===== src/hdl/lz77_pkg.sv =====
// Shared types and constants of the LZ77 triple encoder.
`timescale 1ns / 1ps
package lz77_pkg;
    localparam int unsigned BYTE_W = 8;
    localparam int unsigned OFF_W  = 8;
    localparam int unsigned LEN_W  = 6;
    localparam int unsigned CFG_IDX_W = 1;
    localparam int unsigned CFG_DATA_W = 8;
    localparam logic [CFG_IDX_W-1:0] REG_SEARCH_LENGTH    = 1'b0;
    localparam logic [CFG_IDX_W-1:0] REG_LOOKAHEAD_LENGTH = 1'b1;

    typedef struct packed {
        logic [BYTE_W-1:0] data_byte;
        logic              last_byte;
    } t_in_item;

    typedef struct packed {
        logic [OFF_W-1:0]  match_offset;
        logic [LEN_W-1:0]  match_length;
        logic [BYTE_W-1:0] next_symbol;
        logic              last_triple;
    } t_out_item;
endpackage


===== src/hdl/lz77_stream_if.sv =====
// Valid/ready channel carrying one payload item.
`timescale 1ns / 1ps
interface lz77_stream_if #(parameter type T = logic) ();
    logic valid;
    logic ready;
    T     payload;
    modport source (output valid, output payload, input ready);
    modport sink (input valid, input payload, output ready);
endinterface


===== src/hdl/lz77_window.sv =====
// Circular byte window with one write port and one registered read port.
`timescale 1ns / 1ps
module lz77_window #(
    parameter int unsigned DEPTH = 512,
    parameter int unsigned AW    = 9
) (
    input  logic                      i_clk,
    input  logic                      i_we,
    input  logic [AW-1:0]             i_waddr,
    input  logic [lz77_pkg::BYTE_W-1:0] i_wdata,
    input  logic [AW-1:0]             i_raddr,
    output logic [lz77_pkg::BYTE_W-1:0] o_rdata
);
    import lz77_pkg::*;
    logic [BYTE_W-1:0] r_mem [DEPTH];
    logic [BYTE_W-1:0] r_rdata;

    always_ff @(posedge i_clk) begin
        if (i_we) begin
            r_mem[i_waddr] <= i_wdata;
        end
        r_rdata <= r_mem[i_raddr];
    end
    assign o_rdata = r_rdata;
endmodule


===== src/hdl/lz77_triple_encoder.sv =====
// Top level of the LZ77 triple encoder: sequencer around one window compare.
// Speed is set by the single window read port feeding one byte comparator: each triple
// reads and compares one byte pair at a time for every offset, and it also waits on output
// stalls. One item is worked on at a time; ready stays low until its triples are taken.
// Synchronous active-low reset clears pointers, fills and output valid, and sets the
// configuration registers to their defaults.
`timescale 1ns / 1ps
module lz77_triple_encoder #(
    parameter int unsigned MAX_SEARCH    = 255,
    parameter int unsigned MAX_LOOKAHEAD = 63,
    parameter int unsigned WINDOW_DEPTH  = 512
) (
    input  logic                              i_clk,
    input  logic                              i_rst_n,
    input  logic                              i_cfg_we,
    input  logic [lz77_pkg::CFG_IDX_W-1:0]    i_cfg_index,
    input  logic [lz77_pkg::CFG_DATA_W-1:0]   i_cfg_data,
    lz77_stream_if.sink                       in_ch,
    lz77_stream_if.source                     out_ch
);
    import lz77_pkg::*;
    localparam int unsigned AW = $clog2(WINDOW_DEPTH);
    localparam int unsigned CAP = WINDOW_DEPTH - MAX_LOOKAHEAD - 1;
    localparam int unsigned REACH_LIM = (MAX_SEARCH < CAP) ? MAX_SEARCH : CAP;
    localparam logic [OFF_W-1:0] REACH_LIM_V = OFF_W'(REACH_LIM);
    localparam logic [LEN_W-1:0] LA_LIM_V = LEN_W'(MAX_LOOKAHEAD);
    localparam logic [6:0] FILL_CAP = 7'(MAX_LOOKAHEAD + 1);

    typedef enum logic [2:0] {
        S_IDLE, S_DECIDE, S_OFF, S_RD_A, S_RD_B, S_CMP, S_SYM, S_OUT
    } t_state;

    t_state            r_state;
    logic [AW-1:0]     r_wp;
    logic [6:0]        r_fill;
    logic [7:0]        r_hist;
    logic [7:0]        r_search;
    logic [5:0]        r_la;
    logic              r_last;
    logic [AW-1:0]     r_start;
    logic [OFF_W-1:0]  r_reach, r_off, r_best_off;
    logic [LEN_W-1:0]  r_maxlen, r_len, r_best_len;
    logic [BYTE_W-1:0] r_a;
    logic [AW-1:0]     r_raddr;
    logic              r_we;
    t_out_item         r_out;
    logic              r_out_valid;

    logic [BYTE_W-1:0] w_rdata;
    logic [5:0]        w_la_eff;
    logic [OFF_W-1:0]  w_reach;
    logic [6:0]        w_fill_m1;
    logic              w_need;
    logic [6:0]        w_consume;
    logic [8:0]        w_hist_sum;

    lz77_window #(.DEPTH(WINDOW_DEPTH), .AW(AW)) u_window (
        .i_clk   (i_clk),
        .i_we    (r_we),
        .i_waddr (r_wp),
        .i_wdata (r_out.next_symbol),
        .i_raddr (r_raddr),
        .o_rdata (w_rdata)
    );

    always_comb begin
        w_la_eff = (r_la > LA_LIM_V) ? LA_LIM_V : r_la;
        w_reach = r_search;
        if (w_reach > REACH_LIM_V) w_reach = REACH_LIM_V;
        if (w_reach > r_hist) w_reach = r_hist;
        w_fill_m1 = r_fill - 7'd1;
        if (r_last) begin
            w_need = (r_fill != 7'd0);
        end else begin
            w_need = (r_fill > {1'b0, w_la_eff});
        end
        w_consume = {1'b0, r_best_len} + 7'd1;
        w_hist_sum = {1'b0, r_hist} + {2'b00, w_consume};
    end

    assign in_ch.ready = (r_state == S_IDLE);
    assign out_ch.valid = r_out_valid;
    assign out_ch.payload = r_out;

    always_ff @(posedge i_clk) begin
        if (!i_rst_n) begin
            r_state <= S_IDLE;
            r_wp <= '0;
            r_fill <= '0;
            r_hist <= '0;
            r_search <= 8'd255;
            r_la <= 6'd15;
            r_out_valid <= 1'b0;
            r_we <= 1'b0;
            r_last <= 1'b0;
        end else begin
            r_we <= 1'b0;
            if (i_cfg_we) begin
                unique case (i_cfg_index)
                    REG_SEARCH_LENGTH:    r_search <= i_cfg_data;
                    REG_LOOKAHEAD_LENGTH: r_la <= i_cfg_data[5:0];
                    default: ;
                endcase
            end
            unique case (r_state)
                S_IDLE: begin
                    if (in_ch.valid) begin
                        // The byte is parked in the output register's symbol
                        // field until the window write the next cycle.
                        r_out.next_symbol <= in_ch.payload.data_byte;
                        r_we <= 1'b1;
                        r_last <= in_ch.payload.last_byte;
                        if (r_fill < FILL_CAP) r_fill <= r_fill + 7'd1;
                        r_state <= S_DECIDE;
                    end
                end
                S_DECIDE: begin
                    if (r_we) begin
                        r_wp <= r_wp + AW'(1);
                    end else if (w_need) begin
                        r_start <= r_wp - AW'(r_fill);
                        r_reach <= w_reach;
                        if (r_last && (w_fill_m1 < {1'b0, w_la_eff})) begin
                            r_maxlen <= w_fill_m1[5:0];
                        end else begin
                            r_maxlen <= w_la_eff;
                        end
                        r_off <= 8'd1;
                        r_best_off <= '0;
                        r_best_len <= '0;
                        r_state <= S_OFF;
                    end else begin
                        if (r_last) begin
                            r_fill <= '0;
                            r_hist <= '0;
                        end
                        r_state <= S_IDLE;
                    end
                end
                S_OFF: begin
                    r_len <= '0;
                    // The offset counter wraps to zero after the widest reach.
                    if (r_off > r_reach || r_off == '0 || r_maxlen == '0) begin
                        r_raddr <= r_start + AW'(r_best_len);
                        r_state <= S_SYM;
                    end else begin
                        r_raddr <= r_start - AW'(r_off);
                        r_state <= S_RD_A;
                    end
                end
                S_RD_A: begin
                    r_raddr <= r_start + AW'(r_len);
                    r_state <= S_RD_B;
                end
                S_RD_B: begin
                    r_a <= w_rdata;
                    r_state <= S_CMP;
                end
                S_CMP: begin
                    if (r_a == w_rdata && r_len + LEN_W'(1) < r_maxlen) begin
                        r_len <= r_len + LEN_W'(1);
                        r_raddr <= r_start - AW'(r_off) + AW'(r_len) + AW'(1);
                        r_state <= S_RD_A;
                    end else begin
                        if (r_a == w_rdata) begin
                            if (r_len + LEN_W'(1) > r_best_len) begin
                                r_best_len <= r_len + LEN_W'(1);
                                r_best_off <= r_off;
                            end
                        end else if (r_len > r_best_len) begin
                            r_best_len <= r_len;
                            r_best_off <= r_off;
                        end
                        r_off <= r_off + 8'd1;
                        r_state <= S_OFF;
                    end
                end
                S_SYM: begin
                    r_state <= S_OUT;
                end
                S_OUT: begin
                    if (!r_out_valid) begin
                        r_out.match_offset <= r_best_off;
                        r_out.match_length <= r_best_len;
                        r_out.next_symbol <= w_rdata;
                        r_out.last_triple <= r_last && (r_fill == w_consume);
                        r_out_valid <= 1'b1;
                        r_fill <= r_fill - w_consume;
                        r_hist <= w_hist_sum[8] ? 8'd255 : w_hist_sum[7:0];
                    end else if (out_ch.ready) begin
                        r_out_valid <= 1'b0;
                        r_state <= S_DECIDE;
                    end
                end
                default: r_state <= S_IDLE;
            endcase
        end
    end
endmodule


===== src/flat_wrapper.sv =====
// flat-port wrapper written by rule: the top's interface ports become plain ports
module lz77_triple_encoder_flat import lz77_pkg::*;
#(
    parameter int unsigned MAX_SEARCH    = 255,
    parameter int unsigned MAX_LOOKAHEAD = 63,
    parameter int unsigned WINDOW_DEPTH  = 512
)
  (i_clk, i_rst_n, i_cfg_we, i_cfg_index, i_cfg_data, in_ch_valid, in_ch_payload, in_ch_ready, out_ch_valid, out_ch_payload, out_ch_ready);
  lz77_stream_if #(.T(t_in_item)) in_ch_i ();
  lz77_stream_if #(.T(t_out_item)) out_ch_i ();
  input  logic i_clk;
  input  logic i_rst_n;
  input  logic i_cfg_we;
  input  logic [lz77_pkg::CFG_IDX_W-1:0] i_cfg_index;
  input  logic [lz77_pkg::CFG_DATA_W-1:0] i_cfg_data;
  input wire logic [$bits(in_ch_i.valid)-1:0] in_ch_valid;
  input wire logic [$bits(in_ch_i.payload)-1:0] in_ch_payload;
  output wire logic [$bits(in_ch_i.ready)-1:0] in_ch_ready;
  output wire logic [$bits(out_ch_i.valid)-1:0] out_ch_valid;
  output wire logic [$bits(out_ch_i.payload)-1:0] out_ch_payload;
  input wire logic [$bits(out_ch_i.ready)-1:0] out_ch_ready;
  assign in_ch_i.valid = in_ch_valid;
  assign in_ch_i.payload = in_ch_payload;
  assign in_ch_ready = in_ch_i.ready;
  assign out_ch_valid = out_ch_i.valid;
  assign out_ch_payload = out_ch_i.payload;
  assign out_ch_i.ready = out_ch_ready;
  lz77_triple_encoder #(.MAX_SEARCH(MAX_SEARCH), .MAX_LOOKAHEAD(MAX_LOOKAHEAD), .WINDOW_DEPTH(WINDOW_DEPTH)) u_core (.i_clk(i_clk), .i_rst_n(i_rst_n), .i_cfg_we(i_cfg_we), .i_cfg_index(i_cfg_index), .i_cfg_data(i_cfg_data), .in_ch(in_ch_i), .out_ch(out_ch_i));
endmodule

===== config.mk =====
export PLATFORM = sky130hd
export DESIGN_NAME = lz77_triple_encoder_flat
export DESIGN_NICKNAME = d
export VERILOG_FILES = /design/src/hdl/lz77_pkg.sv /design/src/hdl/lz77_stream_if.sv /design/src/hdl/lz77_window.sv /design/src/hdl/lz77_triple_encoder.sv /design/src/flat_wrapper.sv
export SDC_FILE = /design/constraint.sdc
export NUM_CORES = 2
export LEC_CHECK = 0
export ABC_CLOCK_PERIOD_IN_PS = 10100
export BUFFER_PORTS_ARGS = -buffer_cell sky130_fd_sc_hd__buf_4
export CORE_MARGIN = 10
export CORE_UTILIZATION = 23
export CTS_BUF_LIST = sky130_fd_sc_hd__clkbuf_8
export CTS_CLUSTER_SIZE = 40
export DETAILED_ROUTE_END_ITERATION = 7
export GPL_ROUTABILITY_DRIVEN = 0
export PLACE_DENSITY = 0.47
export SETUP_SLACK_MARGIN = 0.02
export SLEW_MARGIN = 25
export SYNTH_ARGS = -nofsm -noshare
export SYNTH_HDL_FRONTEND = slang
export SYNTH_SLANG_ARGS = --single-unit
export TNS_END_PERCENT = 50

===== constraint.sdc =====
create_clock -name i_clk -period 10.1 [get_ports i_clk]
set_input_delay 1.01 -clock i_clk [delete_from_list [all_inputs] [get_ports i_clk]]
set_output_delay 1.01 -clock i_clk [all_outputs]
set_load 0.01 [all_outputs]

==> run summary <==
CP cell instances -> buf_4 > buf_12 > buf_12 > mux4_2 > mux2i_1 > o2111ai_1 > o221ai_1 > o2111ai_1 > o311ai_1 > o221ai_1
P_int -> 0.0270 W
CTS clock-pin slew for the worst setup and hold paths -> 0.06 ns
Worst EP required -> 11.19 ns
total of max-cap violations -> 0
mean area per synthesized cell -> 20.2 µm²
H-tree lvl count -> 6
met2 Usage GRT -> 20.9%
Ys Warns -> 0
FF/Latch Area -> 127,000 µm²
net switching power -> 0.00865 W
Post-synth top flop -> edfxtp_1
Worst Skew -> 0.162 ns
critical path launch point type -> flip-flop
count of buffer and inverter cells on the critical path -> 3
DR vias/cell -> 4.58
global routing usage on met1 -> 17.7%
Comb power frac -> 6.0%
register area share after synthesis -> 75.5%
IO buf count -> 47
gr busiest metal -> met2
Multi-input gate area -> 38,400 µm²
Crit. End Element -> flip-flop
slew of the pin with the lowest slew margin -> 1.36 ns
synthesized area -> 168,000 µm²
Root Buffer -> clkbuf_8
Max VDD drop -> 0.000130 V
ratio of cells with drive above 1 in the final layout -> 24.1%
Flop pwr share -> 54.6%
WP data arrival -> 6.40 ns
Initial Util -> 23.1%
Initial DRC Count -> 9,741
row cnt -> 313
Worst Path Max Fanout -> 86
Final Setup Violations -> 0
kind of critical path -> flip-flop to flip-flop
grt met3 use -> 2.94%
DR DRC count -> 0
GRT Overall Usage -> 13.1%
Syn Nets -> 8,459
GR Overflow Total -> 0
FMAX -> 0.188 GHz
Tmin final -> 5.31 ns
DP Wirelength -> 320,000 µm
CTS Buffer Depth -> 4
number of synthesized flops with an enable pin -> 4,187
switching share of power -> 24.2%
vias in the first global route -> 89,500
CTS-repair resized insts -> 0
CTS buffer count -> 705
distinct cell type count after synthesis -> 80
period utilisation layout -> 52.6%
share of the synthesized area in the top cell type -> 74.9%
CTS sink count -> 4,239
NumNets Final -> 8,968
fill cell count -> 72,700
Lkg Pwr -> 59.4 nW
Slew Viols, Final -> 0
Final Util -> 26.5%
Max stage delay on crit path -> 0.92 ns
PD cells -> 185 nW/µm²
Mapped Cells -> 8,327
global-route wire length before repair -> 720,000 µm
Synth area leaders -> edfxtp_1 75%, mux4_2 14%, nor2_1 1.7%
clock network power share -> 39.4%
worst hold path type -> input port to flip-flop
status -> finished clean
RSZ-0062 raised after global routing -> false
max_slew headroom -> 9.54%
Yosys reg bits -> 4,239
Vias -> 87,000
Clk Latency, worst-skew pair -> 1.30 ns
largest net degree at the start of global routing -> 193
post-synthesis cell type with the largest combined area -> edfxtp_1
setup bufs post-CTS -> 0
DRT antenna net count -> 0
antenna violations before repair -> 50
DRT Wirelength -> 520,000 µm
final hold vios -> 0
Top Ports -> 48
core area -> 727,000 µm²
Die H -> 874 µm
TritonCTS clock tree -> yes
Die W -> 874 µm
Pre-Repair DR Iteration Count -> 8
drt wl/cell -> 27.4 µm
asr flop ratio synth -> 0%
Worst path top cell family by delay -> buffers and inverters
slowest CP cell -> edfxtp_1
DIE AREA -> 764,000 µm²
post-route setup TNS -> 0 ns
synthesis-to-layout area growth -> 15.0%
routing by layer:
layer	up-vias	share of wire [%]
li1	35300	-
met2	3809	47
met1	47000	42
met3	856	8.2
met4	12	3.1
met5	-	0.013
timing repair:
action / 4_1_cts / 5_1_grt
setup endpoints to repair: 0 / 0
endpoints found under the hold margin: 14 / 0
hold buffers: 8 / 0
layout by cell type (no fill, tap or decap), drive strengths merged, types with 97 or more instances in the layout:
cell type,synthesis,routed
clkinv,3,247
o22ai,112,112
edfxtp,4187,4187
nor2,775,775
o21ai,97,97
inv,97,361
ha,102,102
buf,259,277
mux2i,221,221
nand2,331,331
clkbuf,225,716
mux4,1011,1011
cell type report:
class / count / share of cell area, %
multi-input combinational: 3504 / 19.9
sequential: 4239 / 65.7
timing repair buffer: 286 / 1.36
clock inverter: 536 / 1.49
inverter: 100 / 0.204
tap: 9607 / 6.23
clock buffer: 715 / 5.10
antenna: 8 / 0.0104
cell usage after synthesis, drive strengths merged (16+ instances only):
| cell | count |
|---|---|
| dfxtp | 52 |
| buf | 259 |
| edfxtp | 4187 |
| nand3 | 80 |
| inv | 97 |
| clkbuf | 225 |
| a21o | 16 |
| and3 | 17 |
| nor2b | 32 |
| a32oi | 16 |
| o21ai | 97 |
| o221ai | 71 |
| mux2i | 221 |
| o21a | 17 |
| o22ai | 112 |
| nor2 | 775 |
| ha | 102 |
| a21oi | 95 |
| o211ai | 24 |
| nor3 | 39 |
| nand4 | 23 |
| a211oi | 18 |
| mux4 | 1011 |
| a22oi | 32 |
| a31oi | 28 |
| nand2b | 17 |
| a221oi | 47 |
| xor2 | 25 |
| nand2 | 331 |
| xnor2 | 51 |
| mux2 | 40 |
power groups by stage:
stage          logic (W)  clock network (W)  registers [W]
2_1_floorplan    0.00105                  0         0.0201
3_3_place_gp     0.00210                  0         0.0198
3_5_place_dp     0.00214                  0         0.0198
4_1_cts          0.00215             0.0144         0.0195
5_1_grt          0.00225             0.0151         0.0195
6_report         0.00213             0.0140         0.0195
stage by stage:
step	hold WS, ns	cells	area, µm²	setup WS, ns	total power [W]
finish	0.124	19000	193000	4.79	0.0357
CTS	0.00270	19000	193000	4.71	0.0360
global placement	0.404	17700	180000	3.93	0.0220
detailed placement	0.410	17700	180000	4.65	0.0220
floorplan	0.400	8327	168000	2.43	0.0212
global route	0.0843	19000	193000	4.58	0.0369
state kept, by name, summed over array words and instances (netlist names), 7 cells and up:
name and flops:
u_core.u_window.r_mem 4096, u_core.out_ch.payload 23, u_core.r_raddr 9, u_core.r_start 9, u_core.r_wp 9, u_core.r_a 8
u_core.r_best_off 8, u_core.r_hist 8, u_core.r_off 8, u_core.r_reach 8, u_core.r_search 8, u_core.u_window.o_rdata 8
u_core.r_fill 7
logic make-up after synthesis:
group | after synthesis | synth area share (%)
xor+xnor | 76 | 0.397
fa+ha+maj | 109 | 0.844
flops | 4239 | 75.5
buf+inv | 584 | 1.84
mux | 1272 | 15.2
compound gates | 674 | 2.81
simple gates | 1373 | 3.41
final timing paths:
path                            cells after the start  slack [ns]                         end                  from
worst max-delay path                               10        4.79  u_core.u_window.o_rdata[7]     u_core.r_raddr[0]
worst min-delay path                                3        0.12    u_core.out_ch.payload[4]      in_ch_payload[4]
worst max register to register                     10        4.79  u_core.u_window.o_rdata[7]     u_core.r_raddr[0]
worst min register to register                      0        0.42   u_core.out_ch.payload[20]  u_core.r_best_off[5]
worst min-delay path, stage by stage:
cell and delay [ns]:
buf_4 0.08, nand2_1 0.05, o21ai_0 0.06
(Power assumes the default switching activity.)
